[src/nsf_pkg.sv]
// Package for the NMEA sentence framer: phase and drop-cause codes,
// character constants and the hex digit decoder. No dependencies.
`default_nettype none

package nsf_pkg;

   typedef enum logic [2:0] {
      PH_IDLE = 3'd0,
      PH_BODY = 3'd1,
      PH_HEX1 = 3'd2,
      PH_HEX2 = 3'd3,
      PH_CR   = 3'd4,
      PH_LF   = 3'd5
   } phase_type;

   typedef enum logic [2:0] {
      CAUSE_NONE     = 3'd0,
      CAUSE_OVERLONG = 3'd1,
      CAUSE_BADHEX   = 3'd2,
      CAUSE_MISMATCH = 3'd3,
      CAUSE_LINEEND  = 3'd4
   } cause_type;

   typedef struct packed {
      logic       ok;
      logic [3:0] value;
   } hex_type;

   localparam logic [7:0] CH_DOLLAR = 8'h24;
   localparam logic [7:0] CH_STAR   = 8'h2A;
   localparam logic [7:0] CH_CR     = 8'h0D;
   localparam logic [7:0] CH_LF     = 8'h0A;
   localparam logic [7:0] CH_0      = 8'h30;
   localparam logic [7:0] CH_9      = 8'h39;
   localparam logic [7:0] CH_UA     = 8'h41;
   localparam logic [7:0] CH_UF     = 8'h46;
   localparam logic [7:0] CH_LA     = 8'h61;
   localparam logic [7:0] CH_LFCH   = 8'h66;

   function automatic hex_type hex_decode(input logic [7:0] c);
      hex_type    h;
      logic [7:0] d;
      h.ok    = 1'b0;
      h.value = 4'd0;
      d       = 8'd0;
      if (c >= CH_0 && c <= CH_9) begin
         d       = c - CH_0;
         h.ok    = 1'b1;
         h.value = d[3:0];
      end else if (c >= CH_UA && c <= CH_UF) begin
         d       = c - CH_UA + 8'd10;
         h.ok    = 1'b1;
         h.value = d[3:0];
      end else if (c >= CH_LA && c <= CH_LFCH) begin
         d       = c - CH_LA + 8'd10;
         h.ok    = 1'b1;
         h.value = d[3:0];
      end
      return h;
   endfunction

endpackage

`default_nettype wire

[src/nmea_sentence_framer.sv]
// NMEA 0183 sentence framer: running-XOR checksum and line-end check.
// Uses nsf_pkg for phase codes, drop causes and the hex decoder.
// Each byte passes an input register and then a result register on its way to rsp_tdata.
// Throughput: one byte per cycle while rsp_tready is held high; the phase state updates
// in a single pass per byte.
// Reset: synchronous, active high; clears phase, counters, checksum and both valids.
`default_nettype none

module nmea_sentence_framer #(
   parameter int BODY_MAX = 82
) (
   input  wire logic        clock,
   input  wire logic        reset,
   input  wire logic        req_tvalid,
   output logic             req_tready,
   input  wire logic [7:0]  req_tdata,   // [7:0] rx_byte
   output logic             rsp_tvalid,
   input  wire logic        rsp_tready,
   output logic [39:0]      rsp_tdata    // [0] body_valid, [8:1] body_byte,
                                         // [15:9] body_index, [16] frame_good,
                                         // [23:17] frame_length, [31:24] frame_count,
                                         // [34:32] drop_cause, [39:35] zero
);

   localparam logic [6:0] BodyMax = 7'(BODY_MAX);

   logic                 in_valid_ff, in_valid_in;
   logic [7:0]           in_byte_ff;
   logic                 out_valid_ff, out_valid_in;
   logic [39:0]          out_data_ff, out_data_in;

   nsf_pkg::phase_type   phase_ff, phase_in;
   logic [6:0]           count_ff, count_in;
   logic [7:0]           xor_ff, xor_in;
   logic [7:0]           check_ff, check_in;
   logic [7:0]           good_ff, good_in;

   logic                 advance;
   logic                 step;
   nsf_pkg::hex_type     hex;
   logic [7:0]           check_full;

   logic                 body_valid;
   logic [7:0]           body_byte;
   logic [6:0]           body_index;
   logic                 frame_good;
   logic [6:0]           frame_length;
   nsf_pkg::cause_type   cause;

   assign advance    = !out_valid_ff || rsp_tready;
   assign step       = in_valid_ff && advance;
   assign req_tready = !in_valid_ff || advance;
   assign hex        = nsf_pkg::hex_decode(in_byte_ff);
   assign check_full = check_ff | {4'd0, hex.value};

   // next state
   always_comb begin
      phase_in = phase_ff;
      count_in = count_ff;
      xor_in   = xor_ff;
      check_in = check_ff;
      good_in  = good_ff;
      if (step) begin
         case (phase_ff)
            nsf_pkg::PH_IDLE: begin
               if (in_byte_ff == nsf_pkg::CH_DOLLAR) begin
                  phase_in = nsf_pkg::PH_BODY;
                  count_in = 7'd0;
                  xor_in   = 8'd0;
               end
            end
            nsf_pkg::PH_BODY: begin
               if (count_ff < BodyMax) begin
                  if (in_byte_ff != nsf_pkg::CH_STAR) begin
                     xor_in   = xor_ff ^ in_byte_ff;
                     count_in = count_ff + 7'd1;
                  end else begin
                     phase_in = nsf_pkg::PH_HEX1;
                  end
               end else begin
                  phase_in = nsf_pkg::PH_IDLE;
               end
            end
            nsf_pkg::PH_HEX1: begin
               if (hex.ok) begin
                  check_in = {hex.value, 4'd0};
                  phase_in = nsf_pkg::PH_HEX2;
               end else begin
                  phase_in = nsf_pkg::PH_IDLE;
               end
            end
            nsf_pkg::PH_HEX2: begin
               if (hex.ok) begin
                  check_in = check_full;
                  phase_in = (check_full == xor_ff) ? nsf_pkg::PH_CR : nsf_pkg::PH_IDLE;
               end else begin
                  phase_in = nsf_pkg::PH_IDLE;
               end
            end
            nsf_pkg::PH_CR: begin
               phase_in = (in_byte_ff == nsf_pkg::CH_CR) ? nsf_pkg::PH_LF : nsf_pkg::PH_IDLE;
            end
            nsf_pkg::PH_LF: begin
               if (in_byte_ff == nsf_pkg::CH_LF) begin
                  good_in = good_ff + 8'd1;
               end
               phase_in = nsf_pkg::PH_IDLE;
            end
            default: begin
               phase_in = nsf_pkg::PH_IDLE;
            end
         endcase
      end
   end

   // result fields
   always_comb begin
      body_valid   = 1'b0;
      body_byte    = 8'd0;
      body_index   = 7'd0;
      frame_good   = 1'b0;
      frame_length = 7'd0;
      cause        = nsf_pkg::CAUSE_NONE;
      case (phase_ff)
         nsf_pkg::PH_BODY: begin
            if (count_ff < BodyMax) begin
               if (in_byte_ff != nsf_pkg::CH_STAR) begin
                  body_valid = 1'b1;
                  body_byte  = in_byte_ff;
                  body_index = count_ff;
               end
            end else begin
               cause = nsf_pkg::CAUSE_OVERLONG;
            end
         end
         nsf_pkg::PH_HEX1: begin
            if (!hex.ok) begin
               cause = nsf_pkg::CAUSE_BADHEX;
            end
         end
         nsf_pkg::PH_HEX2: begin
            if (!hex.ok) begin
               cause = nsf_pkg::CAUSE_BADHEX;
            end else if (check_full != xor_ff) begin
               cause = nsf_pkg::CAUSE_MISMATCH;
            end
         end
         nsf_pkg::PH_CR: begin
            if (in_byte_ff != nsf_pkg::CH_CR) begin
               cause = nsf_pkg::CAUSE_LINEEND;
            end
         end
         nsf_pkg::PH_LF: begin
            if (in_byte_ff == nsf_pkg::CH_LF) begin
               frame_good   = 1'b1;
               frame_length = count_ff;
            end else begin
               cause = nsf_pkg::CAUSE_LINEEND;
            end
         end
         default: begin
            body_valid = 1'b0;
         end
      endcase
   end

   // pipeline control
   always_comb begin
      in_valid_in  = in_valid_ff;
      out_valid_in = out_valid_ff;
      out_data_in  = out_data_ff;
      if (advance) begin
         in_valid_in  = 1'b0;
         out_valid_in = in_valid_ff;
      end
      if (req_tvalid && req_tready) begin
         in_valid_in = 1'b1;
      end
      if (step) begin
         out_data_in = {5'd0, cause, good_in, frame_length, frame_good,
                        body_index, body_byte, body_valid};
      end
   end

   always_ff @(posedge clock) begin
      if (reset) begin
         in_valid_ff  <= 1'b0;
         out_valid_ff <= 1'b0;
         phase_ff     <= nsf_pkg::PH_IDLE;
         count_ff     <= 7'd0;
         xor_ff       <= 8'd0;
         check_ff     <= 8'd0;
         good_ff      <= 8'd0;
      end else begin
         in_valid_ff  <= in_valid_in;
         out_valid_ff <= out_valid_in;
         phase_ff     <= phase_in;
         count_ff     <= count_in;
         xor_ff       <= xor_in;
         check_ff     <= check_in;
         good_ff      <= good_in;
      end
   end

   always_ff @(posedge clock) begin
      if (req_tvalid && req_tready) begin
         in_byte_ff <= req_tdata;
      end
      out_data_ff <= out_data_in;
   end

   assign rsp_tvalid = out_valid_ff;
   assign rsp_tdata  = out_data_ff;

endmodule

`default_nettype wire

[config.mk]
export PLATFORM = sky130hd
export DESIGN_NAME = nmea_sentence_framer
export DESIGN_NICKNAME = d
export VERILOG_FILES = /design/src/nsf_pkg.sv /design/src/nmea_sentence_framer.sv
export SDC_FILE = /design/constraint.sdc
export NUM_CORES = 1
export LEC_CHECK = 0
export ABC_AREA = 0
export BUFFER_PORTS_ARGS = -buffer_cell sky130_fd_sc_hd__buf_4
export CORE_MARGIN = 1
export CORE_UTILIZATION = 63
export CTS_BUF_LIST = sky130_fd_sc_hd__clkbuf_4
export CTS_CLUSTER_DIAMETER = 30
export CTS_CLUSTER_SIZE = 10
export DETAILED_ROUTE_END_ITERATION = 7
export PLACE_DENSITY_LB_ADDON = 0.2
export SLEW_MARGIN = 25
export SYNTH_ARGS = -nofsm -noshare
export SYNTH_HDL_FRONTEND = slang
export SYNTH_SLANG_ARGS = --single-unit
[constraint.sdc]
create_clock -name clock -period 4.9 [get_ports clock]
set_input_delay 0.49 -clock clock [delete_from_list [all_inputs] [get_ports clock]]
set_output_delay 0.49 -clock clock [all_outputs]
set_load 0.03 [all_outputs]
==> flow_metrics.env, run 1 <==
export IMPL_outcome="completed"
export IMPL_dpl_hpwl_um=4470
export IMPL_place_gp_congestion=0.887
export IMPL_final_area_um2=4150
export IMPL_fin_tns_setup_ps=0
export IMPL_synth_edf_count=43
export IMPL_synthesis_yosys_warnings=0
export IMPL_pwr_share_seq=0.576
export IMPL_p_switching_uw=304
export IMPL_final_common_cell="buf_4"
export IMPL_p_int_uw=954
export IMPL_whs_path_depth=1
export IMPL_fin_worst_skew_ps=14.1
export IMPL_period_share=0.616
export IMPL_die_w_um=77.7
export IMPL_ctsResizeCount=0
export IMPL_hold_end="in_byte_ff[1]$_DFFE_PP_"
export IMPL_dr_pass1_iters=5
export IMPL_layout_common_cells="buf_4 (49), edfxtp_1 (43), dfxtp_1 (36)"
export IMPL_p_per_area_nw_per_um2=303
export IMPL_cts_root_buf="clkbuf_4"
export IMPL_yosysSeqAreaShare=0.557
export IMPL_swShare=0.241
export IMPL_reg2reg_setup_slack_ps=1880
export IMPL_grt_usage=0.229
export IMPL_drive_gt1_frac=0.211
export IMPL_ir_drop_v=0.000247
export IMPL_via_per_inst=5.54
export IMPL_drtIter0Drc=107
export IMPL_critPathMaxFanout=27
export IMPL_fmax_mhz=331
export IMPL_worstPathRequired_ps=5270
export IMPL_critPathLaunchType="flip-flop"
export IMPL_routedWlPerCell_um=14.5
export IMPL_fin_nets=384
export IMPL_holdBufCountCts=0
export IMPL_synth_distinct_cells=60
export IMPL_reg2regPathDepth=8
export IMPL_antenna_left=0
export IMPL_routed_wl_um=6390
export IMPL_initial_core_util=0.656
export IMPL_synth_ff_type="edfxtp_1"
export IMPL_hold_start="req_tdata[1]"
export IMPL_antenna_found_initial=0
export IMPL_pin_count=54
export IMPL_syn_instance_count=321
export IMPL_io_buffers=48
export IMPL_grt_max_degree=28
export IMPL_grt_setup_unrepaired="false"
export IMPL_hold_class="input pin to flip-flop"
export IMPL_grt_pass1_vias=2293
export IMPL_power_leakage_nw=1.61
export IMPL_crit_type="flip-flop to flip-flop"
export IMPL_ys_seq_elements=79
export IMPL_cts_tree="done"
export IMPL_num_rows=27
export IMPL_grt_pass1_wl_um=10500
export IMPL_synthTopCellsByArea="edfxtp_1 (36%), dfxtp_1 (20%), and2_1 (4.3%), xnor2_1 (4.1%), nor2_1 (3.0%)"
export IMPL_htree_levels=3
export IMPL_synth_top_area_share=0.357
export IMPL_numCtsBuffers=9
export IMPL_synthArstFlopShare=0
export IMPL_relSlewSlack=0.408
export IMPL_coreArea_um2=5510
export IMPL_power_frac_comb=0.077
export IMPL_overflow=0
export IMPL_endpoint_kind="flip-flop"
export IMPL_clk_latency_ps=430
export IMPL_cts_clk_slew_worst_paths_ps=130
export IMPL_setup_violations=0
export IMPL_clockBufferDepth=2
export IMPL_postPlaceCellArea_um2=3980
export IMPL_drv_cap=0
export IMPL_min_period_ps=3020
export IMPL_die_area_um2=6040
export IMPL_diodes=0
export IMPL_die_h_um=77.7
export IMPL_final_max_slew_viol_count=0
export IMPL_clock_power_share=0.347
export IMPL_avgSynthCellArea_um2=11.3
export IMPL_vias=2448
export IMPL_drc=0
export IMPL_syn_to_final_growth_pct=15.0
export IMPL_numClockSinks=79
export IMPL_r2r_end="check_ff[3]$_SDFFE_PP0P_"
export IMPL_synth_area_um2=3610
export IMPL_tightest_slew_ps=882
export IMPL_postCtsSetupBuffers=0
export IMPL_post_synth_top_area_cell="edfxtp_1"
export IMPL_r2r_start="rsp_tvalid$_SDFFE_PP0P_"
export IMPL_arrival_ps=3390
export IMPL_hold_viol_final=0
==> per-stage QoR <==
stage	setup WS [ps]	std cells	total power [mW]	utilization	hold slack, ps
after floorplan	2230	325	0.805	-	437
after global placement	2000	426	0.834	0.723	456
after detailed placement	1900	426	0.837	0.723	459
after global routing	1500	442	1.29	0.754	207
after CTS	1940	442	1.26	0.753	216
final	1880	442	1.26	0.754	233
==> synth_stat cells, drive strengths merged, types with 2 or more instances <==
master   number
nand2b        2
buf           9
nor3b         8
o21ai         8
a311oi        2
clkbuf       11
o21bai        2
or4b          2
mux2i         4
and4          4
edfxtp       43
inv           9
xor2          8
nand2        10
a211oi        2
a2bb2oi       2
o2111a        2
nor2         29
nor3         11
o31a          3
a21o          2
dfxtp        36
xnor2        17
nor4          3
and2         26
nand3         2
and3          3
a21oi        13
nor4bb        2
nor4b         2
ha            7
or2           3
nand4         6
nor2b        13
==> routing by layer <==
metal,part of all wire,wire length [um],GRT usage
met5,0,0,0
met2,0.49,3130,0.373
met1,0.45,2870,0.291
met4,0.019,123,0.113
met3,0.041,264,0.0459
==> registers in the layout (all words and copies together), names as in the netlist <==
register	count
rsp_tdata	35
check_ff	8
good_ff	8
in_byte_ff	8
xor_ff	8
count_ff	7
phase_ff	3
in_valid_ff	1
rsp_tvalid	1
==> kinds of logic after synthesis <==
| group | count (synthesis) | share of synthesized area |
|---|---|---|
| AOI/OAI and AO/OA | 44 | 0.0866 |
| xor gates and xnor gates | 25 | 0.0606 |
| adders and majority gates | 7 | 0.0242 |
| buffers and inverters | 29 | 0.0384 |
| DFF | 79 | 0.557 |
| muxes | 5 | 0.0142 |
| other | 1 | 0.00104 |
| and+or+nand+nor | 131 | 0.218 |
==> worst max path at each step <==
stage	startpoint	to	slack, ps	cells past startpoint
floorplan	in_byte_ff[3]$_DFFE_PP_	rsp_tdata[32]$_DFFE_PP_	2230	7
finish	rsp_tvalid$_SDFFE_PP0P_	check_ff[3]$_SDFFE_PP0P_	1880	8
global placement	rsp_tready	count_ff[5]$_SDFFE_PP0P_	2000	8
detailed placement	rsp_tready	check_ff[6]$_SDFFE_PP0P_	1900	9
global route	rsp_tvalid$_SDFFE_PP0P_	check_ff[3]$_SDFFE_PP0P_	1500	8
CTS	in_byte_ff[3]$_DFFE_PP_	rsp_tdata[32]$_DFFE_PP_	1940	6
==> worst max-delay path, stage by stage, from the launching register on <==
cell and delay, ps:
dfxtp_1 350, nor2b_1 250, nand2b_1 240, clkinv_1 730, buf_4 490, o2111a_1 200, and2_1 280, or2_1 290
a21oi_1 120
==> cell type report <==
cell class | count | area (um2)
Clock inverter | 7 | 96.3
Inverter | 9 | 33.8
Clock buffer | 9 | 67.6
Sequential cell | 79 | 2010
Timing Repair Buffer | 49 | 368
Tap cell | 72 | 90.1
Multi-Input combinational cell | 217 | 1490
Fill cell | 375 | 1350
==> power by group through the flow <==
stage | Combinational [mW] | Sequential [mW] | Clock [mW]
finish | 0.0971 | 0.725 | 0.436
global route | 0.104 | 0.727 | 0.461
CTS | 0.0973 | 0.725 | 0.440
detailed placement | 0.0970 | 0.740 | 0
global placement | 0.0953 | 0.739 | 0
floorplan | 0.0439 | 0.761 | 0
No activity file was read; power rests on OpenSTA's default activity.
==> run 2: changes to the inputs <==
ABC_AREA = 1   (was 0)
CORE_UTILIZATION = 59   (was 63)
clock period = 3.1 ns   (was 4.9 ns; I/O delays follow)
==> run 2 against run 1 <==
Against the previous run:
- sequential share of layout area hardly changed
- core utilization is 4.9 points lower
- largest power group unchanged
- setup slack lost 1100 ps
- fmax increased by 30%
- critical path depth up 3
- critical path type unchanged
- hold slack worse by 180 ps
- synthesized cell count increased by 24%
- non-clock buffer count unchanged
- clock-buffer cell count unchanged
==> flow_metrics.env, run 2 <==
export IMPL_outcome="completed"
export IMPL_drc=0
export IMPL_synth_edf_count=43
export IMPL_drtIter0Drc=134
export IMPL_syn_instance_count=397
export IMPL_diodes=0
export IMPL_crit_chain="inv_1 -> ha_1 -> and3_1 -> nand2_1 -> nand2_1 -> nor2_1 -> inv_1 -> nand2_1 -> a21oi_1 -> nand2_1 -> a21oi_1"
export IMPL_die_h_um=80.1
export IMPL_vias=2827
export IMPL_htree_levels=3
export IMPL_fin_tns_setup_ps=0
export IMPL_reg2regPathDepth=11
export IMPL_ys_seq_elements=79
export IMPL_fin_nets=470
export IMPL_antenna_found_initial=0
export IMPL_synthTopCellsByArea="edfxtp_1 (36%), dfxtp_1 (20%), nand2_1 (7.4%), inv_1 (5.1%), nor2_1 (5.1%)"
export IMPL_hold_class="input pin to flip-flop"
export IMPL_place_gp_congestion=0.876
export IMPL_grt_max_degree=30
export IMPL_synth_area_um2=3600
export IMPL_yosys_top_cells_count="nand2_1 (71), inv_1 (49), nor2_1 (49)"
export IMPL_worstPathRequired_ps=3470
export IMPL_clk_latency_ps=430
export IMPL_pin_count=54
export IMPL_cts_clk_slew_worst_paths_ps=130
export IMPL_pre_cts_ws_ps=809
export IMPL_fin_worst_skew_ps=15.8
export IMPL_synth_most_common_cell="nand2_1"
export IMPL_synthesis_yosys_warnings=0
export IMPL_synth_ff_type="edfxtp_1"
export IMPL_cts_tree="done"
export IMPL_numCtsBuffers=9
export IMPL_postCtsSetupBuffers=0
export IMPL_largest_register_ff_count=35
export IMPL_drv_cap=0
export IMPL_cp_common_cell="nand2_1"
export IMPL_period_share=0.752
export IMPL_synth_top_area_share=0.359
export IMPL_grt_setup_unrepaired="false"
export IMPL_grt_usage=0.249
export IMPL_p_per_area_nw_per_um2=458
export IMPL_hold_viol_final=0
export IMPL_io_buffers=48
export IMPL_ctsResizeCount=0
export IMPL_overflow=0
export IMPL_final_max_slew_viol_count=0
export IMPL_final_common_cell="nand2_1"
export IMPL_antenna_left=0
export IMPL_routedWlPerCell_um=13.4
export IMPL_path_buf_inv=2
export IMPL_synthArstFlopShare=0
export IMPL_slowest_delay_ps=490
export IMPL_grt_pass1_vias=2687
export IMPL_via_per_inst=5.32
export IMPL_crit_slowest_cell="edfxtp_1"
export IMPL_die_w_um=80.1
export IMPL_timing_final_ws_setup_ps=770
export IMPL_cts_root_buf="clkbuf_4"
export IMPL_crit_family="simple AND/OR/NAND/NOR gates"
export IMPL_tightest_slew_ps=511
export IMPL_die_area_um2=6420
export IMPL_power_leakage_nw=1.64
export IMPL_fmax_mhz=429
export IMPL_coreArea_um2=5890
export IMPL_final_area_um2=4150
export IMPL_routed_wl_um=7140
export IMPL_grt_pass1_wl_um=11900
export IMPL_cp_num_cells=11
export IMPL_num_rows=28
export IMPL_initial_core_util=0.612
export IMPL_ir_drop_v=0.000330
export IMPL_clockBufferDepth=2
export IMPL_synth_distinct_cells=39
export IMPL_drive_gt1_frac=0.208
export IMPL_min_period_ps=2330
export IMPL_dpl_hpwl_um=5160
export IMPL_critPathLaunchType="flip-flop"
export IMPL_whs_path_depth=1
export IMPL_layout_common_cells="nand2_1 (71), inv_1 (49), nor2_1 (49), buf_4 (49), edfxtp_1 (43)"
export IMPL_avgSynthCellArea_um2=9.07
export IMPL_postPlaceCellArea_um2=4010
export IMPL_syn_to_final_growth_pct=15.3
export IMPL_holdBufCountCts=0
export IMPL_critPathMaxFanout=16
export IMPL_endpoint_kind="flip-flop"
export IMPL_relSlewSlack=0.659
export IMPL_dr_pass1_iters=4
export IMPL_numClockSinks=79
export IMPL_crit_type="flip-flop to flip-flop"
export IMPL_post_synth_top_area_cell="edfxtp_1"
export IMPL_yosysSeqAreaShare=0.559
export IMPL_arrival_ps=2700
export IMPL_setup_violations=0
## run 2: worst register-to-register path, delay by kind of cell (launching register included)
kind	cells	cell delay [ps]
flip-flops	1	490
buffers and inverters	2	620
AO/OA/AOI/OAI	2	290
AND/OR/NAND/NOR	6	710
adder cells (fa/ha/maj)	1	170
## run 2: logic make-up after synthesis
group / Yosys count / synth area share
other cells: 1 / 0.00104
fa+ha+maj: 7 / 0.0243
buf+inv: 68 / 0.0786
simple gates: 186 / 0.243
flops: 79 / 0.559
compound gates: 51 / 0.0820
xor+xnor: 5 / 0.0122
## run 2: metal layers
layer,part of all wire,track usage
met5,0,0
met4,0.026,0.145
met3,0.051,0.0420
met2,0.50,0.419
met1,0.42,0.299
## run 2: final timing paths
check / from / to / slack (ps)
setup / recovery: in_byte_ff[0]$_DFFE_PP_ / phase_ff[2]$_SDFFE_PP0P_ / 770
hold / removal: req_tdata[4] / in_byte_ff[4]$_DFFE_PP_ / 50
setup reg to reg: in_byte_ff[0]$_DFFE_PP_ / phase_ff[2]$_SDFFE_PP0P_ / 770
hold reg to reg: xor_ff[0]$_SDFFE_PP0P_ / xor_ff[0]$_SDFFE_PP0P_ / 460
## run 2: cell type report
class | count | area, um2
sequential | 79 | 2010
fill | 468 | 1740
multi-input combinational | 254 | 1320
timing repair buffer | 49 | 368
inverter | 58 | 218
tap | 75 | 93.8
clock inverter | 7 | 71.3
clock buffer | 9 | 67.6
## run 2: metrics by stage
stage	total power, mW	util	std cells	hold slack [ps]
3_3_place_gp	1.31	0.682	515	430
2_1_floorplan	1.26	-	401	388
5_1_grt	1.97	0.705	531	27.9
4_1_cts	1.91	0.705	531	32.9
6_report	1.90	0.705	531	49.4
3_5_place_dp	1.31	0.682	515	435
## run 2: power breakdown
part,total [mW],leakage [nW],switching [mW],internal (mW)
clock,0.612,0.0683,0.367,0.245
combinational,0.148,0.872,0.103,0.0451
sequential,1.14,0.699,0.0138,1.13
total,1.90,1.64,0.484,1.42
==> run 3: changes to the inputs <==
clock period = 2.2 ns   (was 3.1 ns; I/O delays follow)
==> run 3 against run 2 <==
Against the previous run:
- sequential power rose by 41%
- core utilization rose by 4.9 points
- critical path type unchanged
- total power rose by 37%
- clock skew fell by 5.0 ps
- critical endpoint is now rsp_tdata[32]$_DFFE_PP_
- sequential share of layout area fell by 3.1 points
- via count rose by 5.7%
- die area did not move
- critical path depth rose by 4
- design area rose by 6.9%
==> flow_metrics.env, run 3 (synthesis gave the netlist of run 2 again) <==
export IMPL_outcome="completed"
export IMPL_pin_count=54
export IMPL_numClockSinks=79
export IMPL_power_frac_comb=0.097
export IMPL_layout_common_cells="nand2_1 (68), buf_4 (67), inv_1 (46), nor2_1 (46), edfxtp_1 (43)"
export IMPL_die_area_um2=6420
export IMPL_fillers=409
export IMPL_cts_tree="done"
export IMPL_fin_worst_skew_ps=10.8
export IMPL_hold_class="input pin to flip-flop"
export IMPL_htree_levels=3
export IMPL_grt_pass1_wl_um=12200
export IMPL_postPlaceCellArea_um2=4080
export IMPL_syn_to_final_growth_pct=23.3
export IMPL_critPathMaxFanout=5
export IMPL_worstPathRequired_ps=2390
export IMPL_crit_type="flip-flop to flip-flop"
export IMPL_die_w_um=80.1
export IMPL_clk_latency_ps=440
export IMPL_cts_root_buf="clkbuf_4"
export IMPL_grt_max_degree=23
export IMPL_grt_setup_unrepaired="true"
export IMPL_fmax_mhz=471
export IMPL_vias=2988
export IMPL_setup_violations=0
export IMPL_postLayoutCoreUtil=0.754
export IMPL_p_switching_uw=670
export IMPL_drv_cap=0
export IMPL_fin_nets=496
export IMPL_initial_core_util=0.612
export IMPL_p_per_area_nw_per_um2=589
export IMPL_grt_usage=0.253
export IMPL_final_common_cell="nand2_1"
export IMPL_place_gp_congestion=0.955
export IMPL_hold_viol_final=0
export IMPL_drtIter0Drc=140
export IMPL_dpl_hpwl_um=5260
export IMPL_critPathLaunchType="flip-flop"
export IMPL_dr_pass1_iters=5
export IMPL_final_area_um2=4440
export IMPL_drive_gt1_frac=0.274
export IMPL_num_rows=28
export IMPL_diodes=0
export IMPL_ir_drop_v=0.000485
export IMPL_fin_tns_setup_ps=0
export IMPL_arrival_ps=2320
export IMPL_dpl_cell_count=523
export IMPL_largest_register_ff_count=35
export IMPL_swShare=0.256
export IMPL_period_share=0.966
export IMPL_grt_pass1_vias=2694
export IMPL_reg2regPathDepth=15
export IMPL_coreArea_um2=5890
export IMPL_p_int_mw=1.94
export IMPL_cts_clk_slew_worst_paths_ps=110
export IMPL_whs_path_depth=3
export IMPL_drc=0
export IMPL_clock_power_share=0.288
export IMPL_power_mw=2.61
export IMPL_antenna_left=0
export IMPL_fin_cells=557
export IMPL_power_leakage_nw=1.77
export IMPL_numCtsBuffers=9
export IMPL_pwr_share_seq=0.615
export IMPL_via_per_inst=5.36
export IMPL_clockBufferDepth=2
export IMPL_overflow=0
export IMPL_antenna_found_initial=0
export IMPL_final_max_slew_viol_count=0
export IMPL_endpoint_kind="flip-flop"
export IMPL_io_buffers=48
export IMPL_min_period_ps=2120
export IMPL_die_h_um=80.1
export IMPL_routed_wl_um=7720
export IMPL_routedWlPerCell_um=13.9
[run 3: cell count changes in the layout (fill, tap and decap cells not counted), sizes merged]
cell,before,now
buf,49,67
bufinv,1,0
clkbuf,9,12
clkinv,2,4
clkinvlp,3,1
dlygate4sd3,0,8
inv,59,57
[run 3: cell type report]
class | count | area (um2) | share of cell area
Tap cell | 75 | 93.8 | 0.0212
Clock buffer | 12 | 90.1 | 0.0203
Multi-Input combinational cell | 254 | 1410 | 0.318
Timing Repair Buffer | 75 | 583 | 0.131
Inverter | 58 | 221 | 0.0499
Clock inverter | 4 | 22.5 | 0.00508
Sequential cell | 79 | 2010 | 0.454
[run 3: layer usage]
metal,vias up,global-route usage,part of all wire
li1,1473,-,-
met1,1365,0.309,0.41
met2,124,0.410,0.50
met3,26,0.0602,0.052
met4,0,0.146,0.034
met5,-,0,0
[run 3: repair_timing]
item	4_1_cts	5_1_grt
endpoints found under the setup margin	0	12
resized for setup	0	23
setup buffers	0	10
hold buffers	8	0
endpoints found under the hold margin	8	0
[run 3: power groups by stage]
stage / sequential (mW) / combinational (mW) / clock (mW)
floorplan: 1.70 / 0.0847 / 0
global placement: 1.64 / 0.217 / 0
detailed placement: 1.64 / 0.220 / 0
CTS: 1.61 / 0.231 / 0.753
global route: 1.61 / 0.269 / 0.824
finish: 1.61 / 0.252 / 0.753
[run 3: worst paths after layout]
path	start	endpoint	slack [ps]
worst min-delay path	req_tvalid	in_valid_ff$_SDFFE_PP0P_	60
worst max-delay path	in_byte_ff[0]$_DFFE_PP_	rsp_tdata[32]$_DFFE_PP_	80
worst max register to register	in_byte_ff[0]$_DFFE_PP_	rsp_tdata[32]$_DFFE_PP_	80
worst min register to register	xor_ff[0]$_SDFFE_PP0P_	xor_ff[0]$_SDFFE_PP0P_	460
[run 3: stage by stage]
stage / worst slack [ps] / hold slack (ps)
after floorplan: 10.5 / 298
after global placement: 177 / 398
after detailed placement: 57.1 / 399
after CTS: 42.6 / 47.3
after global routing: -67.4 / 68.7
final: 75.5 / 63.6
[run 3: critical path, cell delays in order (launching register included)]
cell	delay, ps
edfxtp_1	400
inv_2	50
buf_4	150
ha_1	230
nand2_1	120
nand3_4	110
nand2_4	110
nand2_1	80
nand2_2	90
nand3_2	70
nand2_1	90
nand2_1	60
nand2_1	80
nand3_1	70
nand4_1	100
o21ai_1	60
